File: config.mk
export PLATFORM = sky130hd
export DESIGN_NAME = dwt_front
export DESIGN_NICKNAME = d
export VERILOG_FILES = /design/src/hdl/dwt_pkg.sv /design/src/hdl/dwt_front.sv
export SDC_FILE = /design/constraint.sdc
export NUM_CORES = 1
export LEC_CHECK = 0
export ABC_AREA = 0
export BUFFER_PORTS_ARGS = -buffer_cell sky130_fd_sc_hd__buf_2
export CORE_MARGIN = 2
export CORE_UTILIZATION = 30
export CTS_CLUSTER_SIZE = 40
export DETAILED_ROUTE_END_ITERATION = 12
export PLACE_DENSITY = 0.56
export SLEW_MARGIN = 10
export SYNTH_ARGS = -nofsm -noshare
export SYNTH_HDL_FRONTEND = slang
export SYNTH_SLANG_ARGS = --single-unit
File: constraint.sdc
create_clock -name clk -period 6.6 [get_ports clk]
set_input_delay 0.99 -clock clk [delete_from_list [all_inputs] [get_ports clk]]
set_output_delay 0.99 -clock clk [all_outputs]
set_load 0.02 [all_outputs]
File: src/hdl/dwt_pkg.sv
// Shared constants and types for the differential wrist transform.
// Used by dwt_front, dwt_div_lane and the top level differential_wrist_transform.
package dwt_pkg;

  localparam int FRAC_BITS = 16;

  // Input and result widths.
  localparam int IW = 32;
  localparam int VW = IW + 1;

  // Quotient of a scaled value: magnitude never exceeds 1.0, so one integer bit.
  localparam int QW = FRAC_BITS + 1;

  // Divider stages in one lane, one quotient bit per stage.
  localparam int NSTG = QW;

  // Pipeline: two front stages, the divider stages, one output stage.
  localparam int NFRONT = 2;
  localparam int NPIPE  = NFRONT + NSTG + 1;

  localparam logic [VW-1:0] ONE = VW'(1) << FRAC_BITS;

  typedef logic [1:0] mode_t;

  // Mode codes and the bits that select them.
  localparam mode_t MODE_G2J_POS = 2'd0;
  localparam mode_t MODE_J2G_POS = 2'd1;
  localparam mode_t MODE_G2J_PWR = 2'd2;
  localparam mode_t MODE_J2G_PWR = 2'd3;
  localparam int MODE_J2G_BIT = 0;
  localparam int MODE_PWR_BIT = 1;

  typedef struct packed {
    logic [VW-1:0] val;
    logic [VW-1:0] mag;
    logic          neg;
    logic          scl;
  } lane_in_t;

  typedef struct packed {
    logic [VW-1:0] res;
    logic          scl;
  } lane_out_t;

endpackage

File: src/hdl/dwt_front.sv
// Front end: gear/joint butterfly, then magnitudes, maximum and the scaling decision.
// Depends on dwt_pkg.
module dwt_front
  import dwt_pkg::*;
(
  input  logic                 clk,
  input  logic [NFRONT-1:0]    en,
  input  mode_t                mode,
  input  logic signed [IW-1:0] first_val,
  input  logic signed [IW-1:0] second_val,
  output lane_in_t             lane0,
  output lane_in_t             lane1,
  output logic [VW-1:0]        dvs
);

  logic [VW-1:0] a_ext, b_ext, sum, dif_ab, dif_ba;
  logic [VW-1:0] r0_nxt, r1_nxt;
  logic [VW-1:0] r0_r, r1_r;
  logic          pwr_r;

  logic [VW-1:0] mag0, mag1, mx;
  logic          scl;
  lane_in_t      lane0_nxt, lane1_nxt;
  lane_in_t      lane0_r, lane1_r;
  logic [VW-1:0] dvs_r;

  always_comb begin
    a_ext  = {first_val[IW-1], first_val};
    b_ext  = {second_val[IW-1], second_val};
    sum    = a_ext + b_ext;
    dif_ab = a_ext - b_ext;
    dif_ba = b_ext - a_ext;
    if (mode[MODE_J2G_BIT]) begin
      r0_nxt = dif_ab;
      r1_nxt = sum;
    end else begin
      // Halving rounds toward minus infinity: an arithmetic shift right.
      r0_nxt = {sum[VW-1], sum[VW-1:1]};
      r1_nxt = {dif_ba[VW-1], dif_ba[VW-1:1]};
    end
  end

  always_ff @(posedge clk) begin
    if (en[0]) begin
      r0_r  <= r0_nxt;
      r1_r  <= r1_nxt;
      pwr_r <= mode[MODE_PWR_BIT];
    end
  end

  always_comb begin
    // The most negative value negates to 2^32, which still fits unsigned.
    mag0 = r0_r[VW-1] ? (~r0_r + VW'(1)) : r0_r;
    mag1 = r1_r[VW-1] ? (~r1_r + VW'(1)) : r1_r;
    mx   = (mag0 > mag1) ? mag0 : mag1;
    scl  = pwr_r && (mx > ONE);
    lane0_nxt = '{val: r0_r, mag: mag0, neg: r0_r[VW-1], scl: scl};
    lane1_nxt = '{val: r1_r, mag: mag1, neg: r1_r[VW-1], scl: scl};
  end

  always_ff @(posedge clk) begin
    if (en[1]) begin
      lane0_r <= lane0_nxt;
      lane1_r <= lane1_nxt;
      dvs_r   <= mx;
    end
  end

  assign lane0 = lane0_r;
  assign lane1 = lane1_r;
  assign dvs   = dvs_r;

endmodule

## Word-level counts from Yosys, hierarchy flattened

Cells that the tools add are included.

- Bits of input ports: 69
- Register bits: 235

- Order comparisons: 2
- Reduce and logical (&&, ||, !) cells: 1
- Add/sub/neg operators: 5
- Mux-type cells: 5
- Bitwise logic cells: 2

Operator list:

| operator | count |
|---|---|
| 33-bit two-way mux | 5 |
| 33-bit by 1-bit adder with 33-bit output (second input constant) | 2 |
| 33-bit inverter | 2 |
| 32-bit by 32-bit subtractor with 33-bit output | 2 |
| 32-bit by 32-bit adder with 33-bit output | 1 |
| 33-bit by 17-bit greater-than comparator with 1-bit output (second input constant) | 1 |
| 33-bit greater-than comparator | 1 |
| 1-bit logical AND | 1 |

## Depth between registers and ports, before layout

Gate-level depths: netlist (run 1).

- Word-level depth: 7
- Depth in mapped cells: 21
- Gate-level depth less buffers: 19

## Worst setup path before layout (run 1)

No wires, ideal clock.

- Path kind: flip-flop to flip-flop
- Start: register r0_r[6]
- End: register dvs_r[27], in the netlist dvs[27], data pin
- Arrival: 4746 ps
- Cell stages (with the launch flop): 19
- Slack: 1594 ps
- Period minus slack after synthesis: 5006 ps
- Setup time: 260 ps
- Path buffers: 3
- Data required time: 6340 ps
- Cell sequence: edfxtp_1 -> or4_4 -> or4_1 -> buf_2 -> nand4b_1 -> o21ai_0 -> xor2_1 -> inv_1 -> ha_1 -> nand4_1 -> or3_1 -> nor2_1 -> a221oi_1 -> o221ai_1 -> a31oi_1 -> a31oi_1 -> clkbuf_1 -> clkbuf_1 -> mux2_2

- Cells in the longest elaborated chain, start to end: 5

Ends and longest elaborated chain:

| item | RTL line | source |
|---|---|---|
| from (decl) | dwt_front.sv:18 | `logic [VW-1:0] r0_r, r1_r;` |
| from (signal assigned) | dwt_front.sv:45 | `r0_r <= r0_nxt;` |
| 33-bit inverter | dwt_front.sv:53 | `mag0 = r0_r[VW-1] ? (~r0_r + VW'(1)) : r0_r;` |
| 33-bit by 1-bit adder with 33-bit output | dwt_front.sv:53 |  |
| 33-bit two-way mux | dwt_front.sv:53 |  |
| via mag0[28] | dwt_front.sv:21 | `logic [VW-1:0] mag0, mag1, mx;` |
| 33-bit greater-than comparator | dwt_front.sv:55 | `mx = (mag0 > mag1) ? mag0 : mag1;` |
| 33-bit two-way mux | dwt_front.sv:55 |  |
| via mx[27] | dwt_front.sv:21 |  |
| to (signal assigned) | dwt_front.sv:65 | `dvs_r <= mx;` |
| to (decl) | dwt_front.sv:25 | `logic [VW-1:0] dvs_r;` |

The timed path passes the listed nets, and every way through them passes these cells.
A chain may end at the register's enable or synchronous reset.

## Final worst setup path (run 1)

- Start: register r0_r[6]
- End: register lane1_r (netlist bit lane1[0]), data pin

- Cells in the longest elaborated chain, start to end: 7

Ends and longest elaborated chain:

| item | RTL line | source |
|---|---|---|
| 33-bit inverter * | dwt_front.sv:53 |  |
| 33-bit by 1-bit adder with 33-bit output * | dwt_front.sv:53 |  |
| 33-bit two-way mux * | dwt_front.sv:53 |  |
| via mag0[32] | dwt_front.sv:21 |  |
| 33-bit greater-than comparator | dwt_front.sv:55 |  |
| 33-bit two-way mux * | dwt_front.sv:55 |  |
| 33-bit by 17-bit greater-than comparator with 1-bit output * | dwt_front.sv:56 | `scl = pwr_r && (mx > ONE);` |
| 1-bit logical AND * | dwt_front.sv:56 |  |
| via scl | dwt_front.sv:22 | `logic scl;` |
| to (signal assigned) | dwt_front.sv:64 | `lane1_r <= lane1_nxt;` |
| to (decl) | dwt_front.sv:24 | `lane_in_t lane0_r, lane1_r;` |

Mark *: on every way through the listed nets, which the timed path passes. The rest lies on a longest branch.

==> results.txt, run 1 <==
vias: 11.60k
Hold Slack: 502.0 ps
HP Class: register to register
Worst path top cell family by delay: simple AND/OR/NAND/NOR gates
clk sink count: 231
Site Rows: 83
max incr delay on CP: 690 ps
vias in the first global route: 11.56k
Post-Route WL: 44.56 mm
Die Wd: 230.5 um
Max-slew headroom: 0.3409
post-synth cell types: 76
CP Class: register to register
vias per std cell: 4.820
Root Driver: clkbuf_16
element type at the critical path end: register
Pre-antenna DRT Iters: 4
Fill cells: 5159
largest net degree at the start of global routing: 107
Layout area overhead: 16.75%
antenna viol nets, final: 0
Power Dens Cells: 292.9 nW/um^2
CP arrival: 5800 ps
Crit Path Max Fanout: 16
first-pass GRT wire length: 67.97 mm
CTS Hold Bufs: 0
status: complete, no violations
Most used DFF post-synth: edfxtp_1
dpl hpwl: 35.96 mm
Final #Nets: 1911
post-CTS setup buffers: 0
Tmin final: 5566 ps
Worst Slack Setup Final: 1034 ps
Post-synth ARST share: 0
CP max stage cell: nor4_1
buffers and inverters on the worst path: 1
share of cells above drive strength 1: 0.1885
worst-path cell chain: or4_4 -> or4_1 -> nand4b_1 -> nor4_1 -> ha_1 -> nand4_1 -> or3_1 -> nor2_1 -> a221oi_1 -> o221ai_1 -> a31oi_1 -> a31oi_4 -> buf_4 -> or4_1 -> o41ai_2 -> a31oi_1
max cap viols: 0
worst-margin pin slew: 988.7 ps
number of I/O pins: 238
P_leak: 7.670 nW
Initial Utilization: 0.3019
critical path required time: 6840 ps
synthesized area: 15390 sq um
Synth warnings: 0
H-tree levels: 1
TritonCTS clock tree: built
Seq/Total Area, Yosys: 0.4506
detailed router's first-iteration violation count: 568
antenna violations before repair: 9
CP Launch Type: register
Overflow after GRT: 0
syn avg cell area: 10.27 sq um
Chip Height: 230.5 um
Max Buffers Root-to-Sink: 3
die area: 53140 sq um
most frequent cells in the layout: 236 x buf_2, 231 x edfxtp_1, 156 x inv_1
Max VDD drop: 0.1603 mV
Max Fclk: 179.7 MHz
CORE AREA: 50990 sq um
Setup Viol. Count Final: 0
Worst Setup Slack post-DPL: 1032 ps
drt wl/cell: 18.51 um
Worst-Skew Late Latency: 520 ps
number of buffers added on ports: 237
TritonCTS Buffers: 22
post-CTS resize count: 0
total track usage: 0.1626
Syn Inst Count: 1499
Slew Limit Fails: 0
commonest non-fill, non-tap cell in the layout: buf_2
number of flops mapped to enable cells by yosys: 231
Remaining DRCs: 0
post-synth net total: 1702
Final Hold Viols: 0
final period utilization: 0.8433
GP Congestion: 0.8901
Register-to-Register Setup Slack: 1030 ps
Post-Route Skew: 11.55 ps
Clock transition at path regs: 70 ps
Setup TNS: 0 ps
#FFs+latches synth: 231
RSZ-0062 raised after global routing: false
==> flip-flops by register name, indices dropped and copies added (netlist names) <==
register	count
r0_r	33
lane0	65
r1_r	33
pwr_r	1
lane1	66
dvs	33
==> final timing paths <==
path                 start   endpoint  cells after the start
setup / recovery   r0_r[6]   lane1[0]                     16
hold reg to reg   r0_r[13]  lane0[48]                      0
hold / removal    r0_r[13]  lane0[48]                      0
setup reg to reg   r0_r[6]   lane1[0]                     16
==> layer usage <==
layer  up-vias  track usage  routed length (um)
met2       245       0.2649               20410
li1       5806            -                   -
met5         -            0                  74
met1      5488       0.2281               21270
met3        50      0.02174                1902
met4        12      0.03972                 898
==> report_power, final <==
group	switching [mW]	internal, mW
Clock	0.543	0.679
Sequential	0.182	1.99
Combinational	1.20	0.677
==> through the flow <==
stage | util | power [mW] | cell area (sq um) | std cells
2_1_floorplan | - | 3.397 | 15390 | 1499
3_3_place_gp | 0.3388 | 4.062 | 17270 | 2364
3_5_place_dp | 0.3388 | 4.082 | 17270 | 2364
4_1_cts | 0.3523 | 5.315 | 17970 | 2404
5_1_grt | 0.3525 | 5.572 | 17970 | 2407
6_report | 0.3525 | 5.265 | 17970 | 2407
==> layout make-up <==
| type | instances | area, sq um | share of cell area |
|---|---|---|---|
| multi-input cells | 1046 | 7619 | 0.4239 |
| flip-flops and latches | 231 | 6937 | 0.3859 |
| repair buffers | 247 | 1267 | 0.07052 |
| well taps | 680 | 850.8 | 0.04734 |
| inverters | 160 | 600.6 | 0.03341 |
| clock buffers | 26 | 586.8 | 0.03265 |
| clock inverters | 14 | 105.1 | 0.005848 |
| diodes | 3 | 7.507 | 0.0004177 |
==> synth_stat cells (9+ instances only) <==
cell | count | area [sq um]
edfxtp_1 | 231 | 6937
inv_1 | 156 | 585.6
a21oi_1 | 132 | 660.6
ha_1 | 131 | 1639
nor2_1 | 119 | 446.7
xnor2_1 | 79 | 691.9
o21ai_0 | 75 | 375.4
nand2_1 | 72 | 270.3
xor2_1 | 64 | 560.5
clkbuf_1 | 44 | 165.2
a21o_1 | 36 | 270.3
mux2i_1 | 32 | 320.3
nand2b_1 | 18 | 112.6
nand4_1 | 17 | 106.4
o31ai_1 | 17 | 127.6
nor3_1 | 16 | 80.08
nand3_1 | 15 | 75.07
o21a_1 | 15 | 112.6
o21bai_1 | 15 | 112.6
or3_1 | 15 | 93.84
a31oi_1 | 14 | 87.58
mux2_2 | 14 | 157.7
or4_1 | 13 | 97.59
buf_1 | 11 | 41.29
o41ai_1 | 11 | 96.34
and3_1 | 10 | 62.56
nor2b_1 | 10 | 62.56
o31a_1 | 9 | 78.83
==> kinds of logic after synthesis <==
family	after synthesis	synth area share
flops	231	0.4506
simple gates	338	0.1106
xor+xnor	143	0.08136
buf+inv	222	0.05551
fa+ha+maj	134	0.1104
compound gates	385	0.1605
mux	46	0.03105
Power figures use the tool's default switching activity.
==> run 2, diff against run 1 <==
- PLACE_DENSITY: 0.56 -> 0.57
- clock period: 6.6 -> 4.5 ns (I/O delays scaled with it)
==> run 2 against run 1 <==
Against the previous run: critical path depth is 12 higher; non-clock buffer count rose by 232; the run now ends with setup timing left; largest cell class unchanged; largest power group is now combinational logic; wire length up 4.4%.
==> results.txt, run 2 (synthesis results as in run 1) <==
status: finished with violations
failing checks: setup timing
element type at the critical path end: register
GP Congestion: 0.8828 (-0.82%)
Slew Limit Fails: 0 (unchanged)
Pre-antenna DRT Iters: 5 (+1)
CP arrival: 5100 ps (-700 ps)
Layout area overhead: 30.02%
Max-slew headroom: 0.2878 (-0.05313)
CP Launch Type: register
vias: 12.45k (+7.3%)
Worst Slack Setup Final: -354.9 ps (-1389 ps)
Max VDD drop: 0.2391 mV (+49%)
Fill cells: 5028 (-2.5%)
Crit Path Max Fanout: 4 (-12)
Initial Utilization: 0.3019 (unchanged)
critical path required time: 4750 ps (-2090 ps)
Setup Viol. Count Final: 7 (+7)
Final #Nets: 2142 (+12%)
Post-Route WL: 46.52 mm (+4.4%)
CORE AREA: 50990 sq um (unchanged)
commonest non-fill, non-tap cell in the layout: buf_2
TritonCTS clock tree: built
CP most frequent cell: buf_4
P_leak: 8.869 nW (+16%)
detailed router's first-iteration violation count: 640 (+13%)
Die Wd: 230.5 um (unchanged)
power consumption: 8.667 mW (+65%)
worst-margin pin slew: 1068 ps (+79.69 ps)
antenna viol nets, final: 0 (unchanged)
Max Fclk: 206.0 MHz (+15%)
Max Buffers Root-to-Sink: 3 (unchanged)
H-tree levels: 1 (unchanged)
die area: 53140 sq um (unchanged)
total track usage: 0.1701 (+0.007537)
Hold Slack: 349.0 ps (-152.9 ps)
final period utilization: 1.079 (+0.2356)
Chip Height: 230.5 um (unchanged)
max cap viols: 0 (unchanged)
HP Class: primary input to register
vias per std cell: 4.729 (-1.9%)
most frequent cells in the layout: 236 x buf_2, 231 x edfxtp_1, 228 x buf_4
Final Hold Viols: 0 (unchanged)
share of cells above drive strength 1: 0.3039 (+0.1154)
drt wl/cell: 17.67 um (-4.5%)
first-pass GRT wire length: 71.56 mm (+5.3%)
number of buffers added on ports: 237 (unchanged)
Worst Setup Slack post-DPL: -397.0 ps (-1429 ps)
Overflow after GRT: 0 (unchanged)
Final Core Density: 0.3926 (+0.04007)
Post-Route Skew: 12.43 ps (+0.8852 ps)
Tmin final: 4855 ps (-710.8 ps)
Site Rows: 83 (unchanged)
Power Dens Cells: 433.0 nW/um^2 (+48%)
Clock transition at path regs: 70 ps (about the same)
Remaining DRCs: 0 (unchanged)
CTS Hold Bufs: 0 (unchanged)
largest net degree at the start of global routing: 120 (+12%)
antenna violations before repair: 4 (-5)
RSZ-0062 raised after global routing: true
CP max stage cell: or4_4
CP Class: register to register
max reg flops: 66 (unchanged)
TritonCTS Buffers: 21 (-4.5%)
Root Driver: clkbuf_16
dpl hpwl: 37.75 mm (+5.0%)
number of I/O pins: 238 (unchanged)
max incr delay on CP: 560 ps (-130 ps)
vias in the first global route: 12.50k (+8.2%)
clk sink count: 231 (unchanged)
Worst-Skew Late Latency: 520 ps (about the same)
## run 2: changes by cell type in the layout (fill, tap and decap cells not counted), sizes merged
cell      change
diode         -2
clkinv        -1
clkbuf        -3
clkinvlp      -3
buf         +231
inv           +3
## run 2: stage by stage
step,area (sq um),std cells,TNS [ps]
2_1_floorplan,15460,1499,-64.27
3_3_place_gp,18680,2545,-694.0
3_5_place_dp,18680,2545,-1389
4_1_cts,19760,2623,-680.2
5_1_grt,20010,2631,-7745
6_report,20020,2632,-710.6
## run 2: final cells by class
type	instances	area [sq um]	share of cell area
tap	680	850.8	0.04251
sequential	231	6937	0.3465
clock buffer	22	529.3	0.02644
antenna	1	2.502	0.0001250
clock inverter	13	107.6	0.005376
timing repair buffer	479	3102	0.1550
multi-input combinational	1046	7885	0.3939
inverter	160	603.1	0.03013
## run 2: critical path: cells and delay by family, from the launching register on
family,cells,cell delay (ps)
AOI/OAI and AO/OA,3,440
xor gates and xnor gates,1,200
buffers and inverters,19,1880
DFF,1,390
and+or+nand+nor,5,1700
## run 2: final timing paths
check,startpoint,endpoint,slack (ps),cells past startpoint
worst max-delay path,r0_r[7],lane1[0],-350,28
worst min-delay path,mode[1],pwr_r,350,1
worst max register to register,r0_r[7],lane1[0],-350,28
worst min register to register,r1_r[14],lane1[49],510,0
## run 2: repair_timing
item,in CTS,in global routing
gates resized for setup,25,45
setup endpoints to repair,11,34
gates cloned,0,1
buffers inserted,43,11
pin swaps,5,11
## run 2: power by group
group | internal (mW) | total, mW | switching [mW]
clock | 0.919 | 1.71 | 0.792
sequential | 2.91 | 3.09 | 0.185
combinational | 1.74 | 3.86 | 2.12
total | 5.57 | 8.67 | 3.10
## run 2: per-layer routing
metal | wire (um) | up-vias | share of wire | global-route usage
met2 | 21620 | 265 | 0.46 | 0.2833
met4 | 1016 | 6 | 0.022 | 0.04355
li1 | - | 6242 | - | -
met5 | 34 | - | 0.00073 | 0
met3 | 1860 | 66 | 0.040 | 0.02112
met1 | 21990 | 5869 | 0.47 | 0.2338
